===== src/nngs_pkg.sv =====
`timescale 1ns / 1ps

package nngs_pkg;

  // Field widths of one beat
  localparam int PIX_W   = 8;   // gray value
  localparam int COORD_W = 8;   // source column / row of a load, mapped column / row
  localparam int POS_W   = 12;  // output column / row of a fetch

  // Size register widths
  localparam int SRC_W = 9;
  localparam int DST_W = 13;

  // Mapping arithmetic: pos * src / dst, quotient stays below src
  localparam int PROD_W    = POS_W + SRC_W;
  localparam int Q_W       = SRC_W;
  localparam int DIV_STEPS = Q_W;
  localparam int CNT_W     = $clog2(DIV_STEPS);

  // Stream payload widths
  localparam int IN_DATA_W  = 48;  // 8 + 8 + 8 + 12 + 12
  localparam int OUT_DATA_W = 24;  // 8 + 8 + 8

  // Configuration port
  localparam int CFG_IDX_W  = 8;
  localparam int CFG_DATA_W = DST_W;

  localparam logic [CFG_IDX_W-1:0] CFG_SOURCE_WIDTH  = 8'd0;
  localparam logic [CFG_IDX_W-1:0] CFG_SOURCE_HEIGHT = 8'd1;
  localparam logic [CFG_IDX_W-1:0] CFG_TARGET_WIDTH  = 8'd2;
  localparam logic [CFG_IDX_W-1:0] CFG_TARGET_HEIGHT = 8'd3;

  typedef enum logic {
    OP_LOAD  = 1'b0,
    OP_FETCH = 1'b1
  } op_t;

  // Controller to datapath
  typedef struct packed {
    logic load_write;
    logic capture;
    logic div_start;
    logic div_step;
    logic mem_read;
    logic out_load;
  } ctrl_cmd_t;

  // Datapath to controller
  typedef struct packed {
    logic div_last;
    logic out_free;
  } ctrl_stat_t;

endpackage


===== src/nngs_ctrl.sv =====
`timescale 1ns / 1ps

module nngs_ctrl import nngs_pkg::*; (
  input  logic       clk,
  input  logic       rst,
  input  logic       in_valid,
  input  logic       in_op,
  output logic       in_ready,
  input  ctrl_stat_t stat,
  output ctrl_cmd_t  cmd
);

  typedef enum logic [4:0] {
    ST_IDLE = 5'b00001,
    ST_MUL  = 5'b00010,
    ST_DIV  = 5'b00100,
    ST_READ = 5'b01000,
    ST_FIN  = 5'b10000
  } state_t;

  state_t state;
  state_t state_next;

  always_ff @(posedge clk) begin
    if (rst) begin
      state <= ST_IDLE;
    end else begin
      state <= state_next;
    end
  end

  // Write load beats while idle; sequence one fetch: multiply, divide, read the store, hand over
  always_comb begin
    cmd        = '0;
    state_next = state;
    in_ready   = (state == ST_IDLE);
    unique case (state)
      ST_IDLE: begin
        if (in_valid) begin
          if (op_t'(in_op) == OP_FETCH) begin
            cmd.capture = 1'b1;
            state_next  = ST_MUL;
          end else begin
            cmd.load_write = 1'b1;
          end
        end
      end
      ST_MUL: begin
        cmd.div_start = 1'b1;
        state_next    = ST_DIV;
      end
      ST_DIV: begin
        cmd.div_step = 1'b1;
        if (stat.div_last) begin
          state_next = ST_READ;
        end
      end
      ST_READ: begin
        cmd.mem_read = 1'b1;
        state_next   = ST_FIN;
      end
      ST_FIN: begin
        if (stat.out_free) begin
          cmd.out_load = 1'b1;
          state_next   = ST_IDLE;
        end
      end
      default: begin
        state_next = ST_IDLE;
      end
    endcase
  end

endmodule

===== config.mk =====
export PLATFORM = sky130hd
export DESIGN_NAME = nngs_ctrl
export DESIGN_NICKNAME = d
export VERILOG_FILES = /design/src/nngs_pkg.sv /design/src/nngs_ctrl.sv
export SDC_FILE = /design/constraint.sdc
export NUM_CORES = 1
export LEC_CHECK = 0
export BUFFER_PORTS_ARGS = -buffer_cell sky130_fd_sc_hd__buf_2
export CORE_AREA = 2 2 39 41
export CTS_CLUSTER_DIAMETER = 40
export DETAILED_ROUTE_END_ITERATION = 10
export DIE_AREA = 0 0 41 43
export MAX_ROUTING_LAYER = met4
export PLACE_DENSITY = 0.56
export SLEW_MARGIN = 10
export SYNTH_ARGS = -nofsm -noshare
export SYNTH_HDL_FRONTEND = slang
export SYNTH_SLANG_ARGS = --single-unit

===== constraint.sdc =====
create_clock -name clk -period 3.3 [get_ports clk]
set_clock_uncertainty 0.1 [all_clocks]
set_input_delay 0 -clock clk [delete_from_list [all_inputs] [get_ports clk]]
set_output_delay 0 -clock clk [all_outputs]
set_load 0.02 [all_outputs]

# == After elaboration in Yosys (flattened, before gate mapping) ==
# Index checks and enable logic that the tools add are counted.
# totals
ff_bits,5
# op_classes
n_mux,14
n_eq_ne,9
reduce_logical,1
# op_table
operator,count
one-hot mux 5 bit (5 select lines),1
two-way mux 5 bit,4
!= test 2 bit (second input constant),4
two-way mux 1 bit,7
== test 5 x 1 -> 1 bit (second input constant),1
== test 5 x 2 -> 1 bit (second input constant),1
== test 5 x 3 -> 1 bit (second input constant),1
== test 5 x 4 -> 1 bit (second input constant),1
== test 5 bit (second input constant),1
two-way mux 2 bit,2
AND reduction 4 bit,1

# == Logic depth before layout (Yosys ltp) ==
# Gate-level depths: netlist of the first run.
# logic_depth
word_depth,3
depth_mapped,4

# == Least setup slack after synthesis of the first run ==
# OpenSTA, ideal clock, no wires.
# synth_timing
path_kind,register to output
from,register state[1]
to,output cmd[5] (netlist name)
t_required_ns,3.200
arrival_time_ns,1.084
path_slack_ns,2.116
stages_incl_launch_ff,5
path_cell_list,dfxtp_1 -> buf_6 -> nor3_4 -> nand2_2 -> nor3b_2
# synth_rtl
item,line_no,text
start: declaration,nngs_ctrl.sv:21,state_t state;
start signal: assignment,nngs_ctrl.sv:28,state <= state_next;
end: declaration,nngs_ctrl.sv:10,output ctrl_cmd_t cmd

# == Worst setup path in the final report of the first run ==
# layout_timing
from,register state[4]
to,register state[2]
# layout_via
elab_chain_len,3
elab_cells_between_ends,11
classes_between,eq/ne: 9; mux: 1; reduce/logical: 1
# layout_rtl
item,line_no,text
"== test 5 x 3 -> 1 bit, or another cell as far along",nngs_ctrl.sv:37,unique case (state)
!= test 2 bit (no line),n/a,
AND reduction 4 bit (no line),n/a,
# Parallel ways exist; a longest one is shown, timed or not.
# A chain may end at the register's enable or synchronous reset.

==> summary.txt, run 1 <==
Logic synthesis
  • Post-synthesis sequential area ratio: 0.2564
  • Avg Inst Size Synth: 8.675 µm²
  • Top FF cell, synth: dfxtp_1
  • Cell with the most instances after synthesis: dfxtp_1
  • Synth top area cells: dfxtp_1 (26%), nor3b_2 (6.4%), buf_6 (5.8%)
  • Largest family of logic cells by synthesized area: simple AND/OR/NAND/NOR gates
  • Post-synth top cells: dfxtp_1 (5), nor2_1 (4), and3_1 (3), nor3_1 (3)
  • Adder-cell share of the synthesized area: 0
  • Post-Syn Nets: 51
  • Post-synthesis simple-gate area fraction: 0.4327
  • Area leader, netlist: dfxtp_1
  • Post-Syn Instances: 45
  • Complex-gate fraction of the synthesized area: 0.1538
  • Cell variety after synth: 28
  • Xor-xnor portion of the synthesized cell area: 0.02244
  • Post-synth EDFFs: 0
  • Synth top area share: 0.2564
  • Post-synthesis mux area share: 0.02564
  • Synthesized area: 390.4 µm²
  • Yosys reg bits: 5
  • Async S/R FF share, synth: 0
  • Yosys warns: 0

Place
  • Port-buffer cells: 12
  • Place WS: 2.034 ns
  • Placer congestion estimate: 0.7790
  • Post-DP HPWL: 641.6 µm

Global route
  • Largest net degree at the start of global routing: 11
  • Vias in the first global route: 344
  • Initial antenna violation count: 0
  • GRT Residual Overflow: 0
  • First-pass GRT wire length: 1.380 mm
  • Overall Global Routing Usage: 0.1244

CTS
  • Worst-Skew Late Latency: 0.25 ns
  • Clk slew on worst S/H paths: 0.05 ns
  • Postcts setup bufs: 0
  • Clock buffer count from CTS: 3
  • Max H-tree Level: 1
  • Clock Path Buffers: 2
  • Clock Root Buffer: clkbuf_4
  • Clock sink total: 5
  • CTS tree: yes

Finish
  • Post-layout net count: 69
  • Layout cells sized above 1: 0.3548
  • Register area: 100.1 µm²
  • Area added between synthesis and finish: 31.09%
  • Fill count: 144
  • Biggest regs: state: 5 flops
  • Area of the multi-input gates: 247.7 µm²
  • Antenna Diode Count: 0
  • Max FFs per register: 5
  • Top reg by flops: state

Run
  • Max Cap Violations: 0

Run status
  • Status: completed

Routing
  • WL/cell: 11.68 µm
  • DR vias/cell: 4.872
  • Routed vias: 380
  • DRC violations left: 0
  • DRT antenna net count: 0
  • Drt total wl: 911 µm
  • First-pass iteration count of the detailed router: 4
  • DR iter-0 viols: 10

Setup path
  • Worst-path fanout max: 7
  • WS Path Type: reg2reg
  • CP required: 3.39 ns
  • CP startpoint kind: flip-flop
  • Crit end category: flip-flop
  • CP arrival: 1.87 ns

Hold path
  • Hold crit path type: in2reg

Timing
  • Setup TNS: 0 ns
  • Period minus WS final: 1.783 ns
  • Unrepaired setup endpoints after global routing: no
  • Final WS setup: 1.517 ns
  • Worst slew pin tran: 0.3827 ns
  • Worst relative slew slack: 0.7445
  • Fmax: 561.0 MHz
  • Max Slew Vio Count: 0
  • Period utilisation layout: 0.5402
  • Final hold violation count: 0
  • Finish-stage setup viols: 0

Pwr
  • Peak supply drop: 92.15 µV
  • PwrDens: 348.3 mW/mm²
  • P_leak: 0.2520 nW

Floorplan
  • # rows: 14
  • Die X: 41 µm
  • Initial Utilization: 0.2821
  • Full die area: 0.001763 mm²
  • Core area: 0.001384 mm²
  • Die Span Y: 43 µm
  • I/O pins: 13
[cells in the final DEF, fill, tap and decap left out, types with 2 or more instances in the layout]
master          n
and3_1          3
nor3_1          3
a31oi_1         2
clkbuf_4        3
nand2_1         2
dfxtp_1         5
dlygate4sd3_1   5
buf_2          12
nor3b_2         2
o21ai_0         2
inv_1           2
nor2_1          4
[per-stage QoR]
step                 power (W)  hold WS, ns  cells  area [µm²]    util
global route         0.0001884       0.1604     78       511.7  0.3698
global placement     0.0001003       0.1066     69       435.4  0.3146
floorplan           0.00009057     -0.04887     45       390.4       -
detailed placement   0.0001005       0.1081     69       435.4  0.3146
finish               0.0001783       0.1301     78       511.7  0.3698
CTS                  0.0001823       0.1192     78       511.7  0.3698
[area by class of cell]
cell class	count	area share
flip-flops and latches	5	0.1956
multi-input cells	34	0.4841
inverters	2	0.01467
clock buffers	4	0.05134
repair buffers	17	0.2152
well taps	16	0.03912
[metal layers]
layer  routed length (µm)  up-vias  track usage
met4                   14        0       0.1200
met3                   37        2      0.01571
met2                  447        9       0.1813
met5                    0        -            -
met1                  411      174       0.1346
li1                     -      195            -
[cell families after synthesis]
group | after synthesis
compound gates | 8
xor+xnor | 1
buf+inv | 6
flops | 5
mux | 1
simple gates | 24
[path summary, 6_finish.rpt]
kind	slack (ns)	depth (start not counted)	to	start
hold / removal	0.13	4	state[0]	in_op
setup / recovery	1.52	4	state[2]	state[4]
hold reg to reg	0.54	1	state[4]	state[0]
setup reg to reg	1.52	4	state[2]	state[4]
[critical path, cell delays in order (launching register included)]
cell	delay, ns
dfxtp_1	0.38
nor2_2	0.24
nand4b_1	0.15
a311oi_2	0.28
dlygate4sd3_1	0.57
[what timing repair did]
| item | 4_1_cts | 5_1_grt |
|---|---|---|
| setup endpoints to repair | 0 | 0 |
| hold buffers | 5 | 0 |
| resized for setup | 0 | 0 |
| endpoints found under the hold margin | 4 | 0 |
[power breakdown]
group          internal (W)  leakage (nW)  switching, W   total, W
logic             0.0000169         0.196     0.0000198  0.0000367
clock network     0.0000460        0.0150     0.0000293  0.0000752
registers         0.0000625        0.0406    0.00000382  0.0000664
(Power assumes the default switching activity.)
==> run 2: changes to the inputs <==
ABC_AREA = 1   (was unset)
PLACE_DENSITY = 0.51   (was 0.56)
clock period = 1.55 ns   (was 3.3 ns; I/O delays follow)
==> summary.txt, run 2 <==
Run status
  • Status: completed

Finish
  • Max FFs per register: 5
  • Biggest regs: state: 5 flops
  • Layout cells sized above 1: 0.4426
  • Area of the multi-input gates: 156.4 µm²
  • Post-layout net count: 68
  • Commonest non-fill, non-tap cell in the layout: buf_2
  • Antenna Diode Count: 0
  • Commonest cells after routing, fill and taps aside: buf_2 (12), inv_1 (6), nand4_1 (6)
  • Area added between synthesis and finish: 46.06%
  • Top reg by flops: state
  • Fin area: 440.4 µm²
  • Register area: 100.1 µm²
  • Fill count: 162

Setup path
  • Worst R2R Start: state[2]
  • CP required: 1.45 ns
  • Worst path max stage delay: 0.31 ns
  • Crit end category: primary output
  • CP most frequent cell: nor2_2
  • CP arrival: 1.26 ns
  • Cell depth of the worst setup path: 6
  • WS Path Type: reg2out
  • Worst-path fanout max: 5
  • Worst reg2reg setup slack: 0.43 ns
  • CP Cell Sequence: nor2_2, nand3_2, inv_2, nand2_2, nor2_2, buf_2
  • R2R cell count: 4
  • CP startpoint kind: flip-flop
  • Slowest library cell on the worst path: dfxtp_1
  • WP buf/inv: 2
  • Reg2reg end: state[0]
  • Critical path's top delay family: simple AND/OR/NAND/NOR gates

Logic synthesis
  • Post-synthesis sequential area ratio: 0.3320
  • Synthesized area: 301.5 µm²
  • Yosys reg bits: 5
  • Post-Syn Nets: 48
  • Cell variety after synth: 15
  • Post-Syn Instances: 42
  • Area leader, netlist: dfxtp_1
  • Post-synth top cells: inv_1 (6), nand4_1 (6), dfxtp_1 (5)
  • Synth top area cells: dfxtp_1 (33%), nand4_1 (12%), nor2_2 (8.3%)
  • Synth top area share: 0.3320
  • Yosys warns: 0
  • Post-synth EDFFs: 0
  • Avg Inst Size Synth: 7.180 µm²
  • Async S/R FF share, synth: 0
  • Top FF cell, synth: dfxtp_1

Routing
  • DRC violations left: 0
  • WL/cell: 9.597 µm
  • DRT antenna net count: 0
  • DR vias/cell: 4.286
  • Drt total wl: 739 µm
  • Routed vias: 330
  • First-pass iteration count of the detailed router: 4
  • DR iter-0 viols: 4

Hold path
  • Hold crit path type: in2reg
  • Worst Hold End: state[4]
  • Hold_sp: stat[0]
  • Hold depth: 4

CTS
  • Clock buffer count from CTS: 3
  • CTS tree: yes
  • Worst-Skew Late Latency: 0.24 ns
  • Post-CTS sizing: 0
  • Clock Path Buffers: 2
  • Max H-tree Level: 1
  • Clock sink total: 5
  • Clock Root Buffer: clkbuf_4
  • Clk slew on worst S/H paths: 0.04 ns

Pwr
  • P_leak: 0.2376 nW
  • Peak supply drop: 327.4 µV
  • PwrDens: 823.5 mW/mm²

Floorplan
  • Initial Utilization: 0.2179
  • Full die area: 0.001763 mm²
  • Die X: 41 µm
  • I/O pins: 13
  • Die Span Y: 43 µm
  • Core area: 0.001384 mm²
  • # rows: 14

Timing
  • Period minus WS final: 1.363 ns
  • Worst slew pin tran: 0.2272 ns
  • Max Slew Vio Count: 0
  • Unrepaired setup endpoints after global routing: no
  • Setup TNS: 0 ns
  • Period utilisation layout: 0.8792
  • Worst relative slew slack: 0.8484
  • Fmax: 733.8 MHz
  • Finish-stage setup viols: 0
  • Final hold violation count: 0

Global route
  • Vias in the first global route: 332
  • Initial antenna violation count: 0
  • Largest net degree at the start of global routing: 7
  • Overall Global Routing Usage: 0.1113
  • First-pass GRT wire length: 1.283 mm
  • GRT Residual Overflow: 0

Place
  • Placer congestion estimate: 0.7905
  • Port-buffer cells: 12
  • Post-DP HPWL: 541.6 µm
  • DP Area: 374.1 µm²

Run
  • Max Cap Violations: 0
[run 2: cell count changes after synthesis, moves of 3 or more]
cell,delta
inv_1,+4
nor2_2,+3
nand4_1,+6
and3_1,-3
inv_2,+4
[run 2: kinds of logic (layout without fill, tap and decap cells)]
| family | after synthesis | in the layout | synth area share |
|---|---|---|---|
| flip-flops | 5 | 5 | 0.3320 |
| AND/OR/NAND/NOR | 23 | 23 | 0.4606 |
| AO/OA/AOI/OAI | 3 | 3 | 0.05810 |
| buffers and inverters | 11 | 30 | 0.1494 |
[run 2: where the power goes]
part | internal [W] | leakage, nW | switching [W]
sequential | 0.000133 | 0.0406 | 0.00000506
combinational | 0.0000308 | 0.182 | 0.0000419
clock | 0.0000974 | 0.0150 | 0.0000542
total | 0.000262 | 0.238 | 0.000101
[run 2: stage by stage]
step             util  instances  hold WS (ns)  setup slack [ns]   power, W
2_1_floorplan       -         42      -0.05236            0.4603  0.0001840
3_3_place_gp   0.2703         69        0.1488            0.4467  0.0002063
3_5_place_dp   0.2703         69        0.1422            0.4425  0.0002058
4_1_cts        0.3183         77       0.02877            0.1809  0.0003689
5_1_grt        0.3183         77       0.07910           0.07922  0.0003834
6_report       0.3183         77       0.02792            0.1872  0.0003627
[run 2: repair_timing]
action / CTS / global route
buffers inserted: 0 / 0
endpoints found under the hold margin: 4 / 0
hold buffers: 4 / 0
[run 2: worst max path at each step]
stage               end  slack, ns  startpoint
6_report         cmd[5]       0.19    state[2]
5_1_grt          cmd[5]       0.08    state[2]
4_1_cts          cmd[5]       0.18    state[2]
3_5_place_dp   state[0]       0.44    state[2]
3_3_place_gp   state[3]       0.45    state[2]
2_1_floorplan    cmd[5]       0.46    state[0]
[run 2: area by class of cell]
cell class	count	area share
clock buffer	4	0.05966
timing repair buffer	16	0.2273
multi-input combinational	26	0.3551
sequential	5	0.2273
inverter	10	0.08523
tap	16	0.04545
[run 2: metal layers]
| metal | track usage | share of wire | vias to the layer above |
|---|---|---|---|
| met5 | - | 0 | - |
| met1 | 0.1294 | 0.47 | 138 |
| met2 | 0.1656 | 0.45 | 13 |
| met3 | 0.01571 | 0.060 | 2 |
| met4 | 0.08000 | 0.016 | 0 |
| li1 | - | - | 177 |
[run 2: tightest hold or removal path, delay by kind of cell]
| family | cells | cell delay (ns) |
|---|---|---|
| AO/OA/AOI/OAI | 1 | 0.07 |
| buffers and inverters | 2 | 0.11 |
| AND/OR/NAND/NOR | 1 | 0.13 |
==> run 3: changes to the inputs <==
PLACE_DENSITY = 0.44   (was 0.51)
==> summary.txt, run 3 (synthesis gave the netlist of run 2 again) <==
Global route
  • First-pass GRT wire length: 1.159 mm
  • GRT Residual Overflow: 0
  • Vias in the first global route: 319
  • Overall Global Routing Usage: 0.1061
  • Largest net degree at the start of global routing: 7
  • Initial antenna violation count: 0

Timing
  • Period utilisation layout: 0.8840
  • Max Slew Vio Count: 0
  • Worst relative slew slack: 0.8509
  • Setup TNS: 0 ns
  • Period minus WS final: 1.370 ns
  • Fmax: 729.8 MHz
  • Final hold violation count: 0
  • Worst slew pin tran: 0.2234 ns
  • Finish-stage setup viols: 0
  • Unrepaired setup endpoints after global routing: no
  • Final WS setup: 0.1799 ns

Pwr
  • Reg power frac: 0.385
  • P_leak: 0.2376 nW
  • Pwr Total: 0.0003588 W
  • Logic pwr share: 0.201
  • Sw Share: 0.2715
  • Net Sw Power: 0.00009742 W
  • Clock share of power: 0.414
  • Internal Power: 0.0002614 W
  • PwrDens: 814.7 mW/mm²
  • Peak supply drop: 248.6 µV

Place
  • Place WS: 0.4283 ns
  • Post-DP HPWL: 559.9 µm
  • Placer congestion estimate: 0.8566
  • DP Area: 374.1 µm²
  • Placed insts: 69
  • Port-buffer cells: 12

Finish
  • Biggest regs: state: 5 flops
  • Fin area: 440.4 µm²
  • Non-filler instance count after layout: 77
  • Commonest cells after routing, fill and taps aside: buf_2 (12), inv_1 (6), nand4_1 (6)
  • Post-layout net count: 68
  • Area added between synthesis and finish: 46.06%
  • Commonest non-fill, non-tap cell in the layout: buf_2
  • Layout cells sized above 1: 0.4426
  • Antenna Diode Count: 0
  • Max FFs per register: 5
  • Top reg by flops: state

Setup path
  • CP startpoint kind: flip-flop
  • WS Path Type: reg2out
  • Crit end category: primary output
  • Worst path max stage delay: 0.31 ns
  • CP most frequent cell: nor2_2
  • Slowest library cell on the worst path: dfxtp_1
  • CP arrival: 1.27 ns
  • Worst-path fanout max: 5
  • CP required: 1.45 ns
  • CP Cell Sequence: nor2_2, nand3_2, inv_2, nand2_2, nor2_2, buf_2

Routing
  • Routed vias: 336
  • DRT antenna net count: 0
  • DR vias/cell: 4.364
  • First-pass iteration count of the detailed router: 4
  • DRC violations left: 0
  • DR iter-0 viols: 4
  • Drt total wl: 655 µm
  • WL/cell: 8.506 µm

CTS
  • Clock sink total: 5
  • Clock Path Buffers: 2
  • Postcts setup bufs: 0
  • CTS tree: yes
  • Clock Root Buffer: clkbuf_4
  • Worst-Skew Late Latency: 0.24 ns
  • Max H-tree Level: 1
  • Clock buffer count from CTS: 3
  • Clk slew on worst S/H paths: 0.04 ns

Floorplan
  • # rows: 14
  • Initial Utilization: 0.2179
  • Full die area: 0.001763 mm²
  • I/O pins: 13
  • Die X: 41 µm
  • Core area: 0.001384 mm²
  • Die Span Y: 43 µm

Run status
  • Status: completed

Hold path
  • Hold crit path type: in2reg

Run
  • Max Cap Violations: 0
==> run 3: routing by layer <==
metal,GRT usage,vias up,wire (µm)
met2,0.1313,15,272
met3,0.01571,4,50
met5,-,-,0
met4,0.1400,0,36
li1,-,178,-
met1,0.1194,139,296
==> run 3: critical path, delay by kind of cell (launching register included) <==
kind	cells	cell delay, ns
buf+inv	2	0.24
simple gates	4	0.48
flops	1	0.31
==> run 3: what timing repair did <==
action	CTS	global route
hold buffers	4	0
resized for setup	0	0
endpoints found under the hold margin	4	0
==> run 3: power groups by stage <==
| stage | clock, W | sequential, W | combinational, W |
|---|---|---|---|
| 6_report | 0.000148 | 0.000138 | 0.0000723 |
| 5_1_grt | 0.000161 | 0.000139 | 0.0000811 |
| 4_1_cts | 0.000155 | 0.000138 | 0.0000728 |
| 3_5_place_dp | 0 | 0.000140 | 0.0000651 |
| 3_3_place_gp | 0 | 0.000140 | 0.0000660 |
| 2_1_floorplan | 0 | 0.000140 | 0.0000439 |
==> run 3: final timing paths <==
path,from,end,slack (ns),cells past startpoint
max,state[2],cmd[5],0.18,6
max reg2reg,state[2],state[0],0.44,4
min,stat[0],state[4],0.04,4
min reg2reg,state[3],state[4],0.49,2
==> run 3: area by class of cell <==
cell class | instances | area (µm²)
Clock buffer | 4 | 26.28
Timing Repair Buffer | 16 | 100.1
Sequential cell | 5 | 100.1
Multi-Input combinational cell | 26 | 156.4
Fill cell | 157 | 943.4
Inverter | 10 | 37.54
Tap cell | 16 | 20.02
==> run 3: metrics by stage <==
stage,utilization,hold slack (ns)
after global placement,0.2703,0.1393
after global routing,0.3183,0.08538
final,0.3183,0.03514
after detailed placement,0.2703,0.1361
after floorplan,-,-0.05236
after CTS,0.3183,0.02326
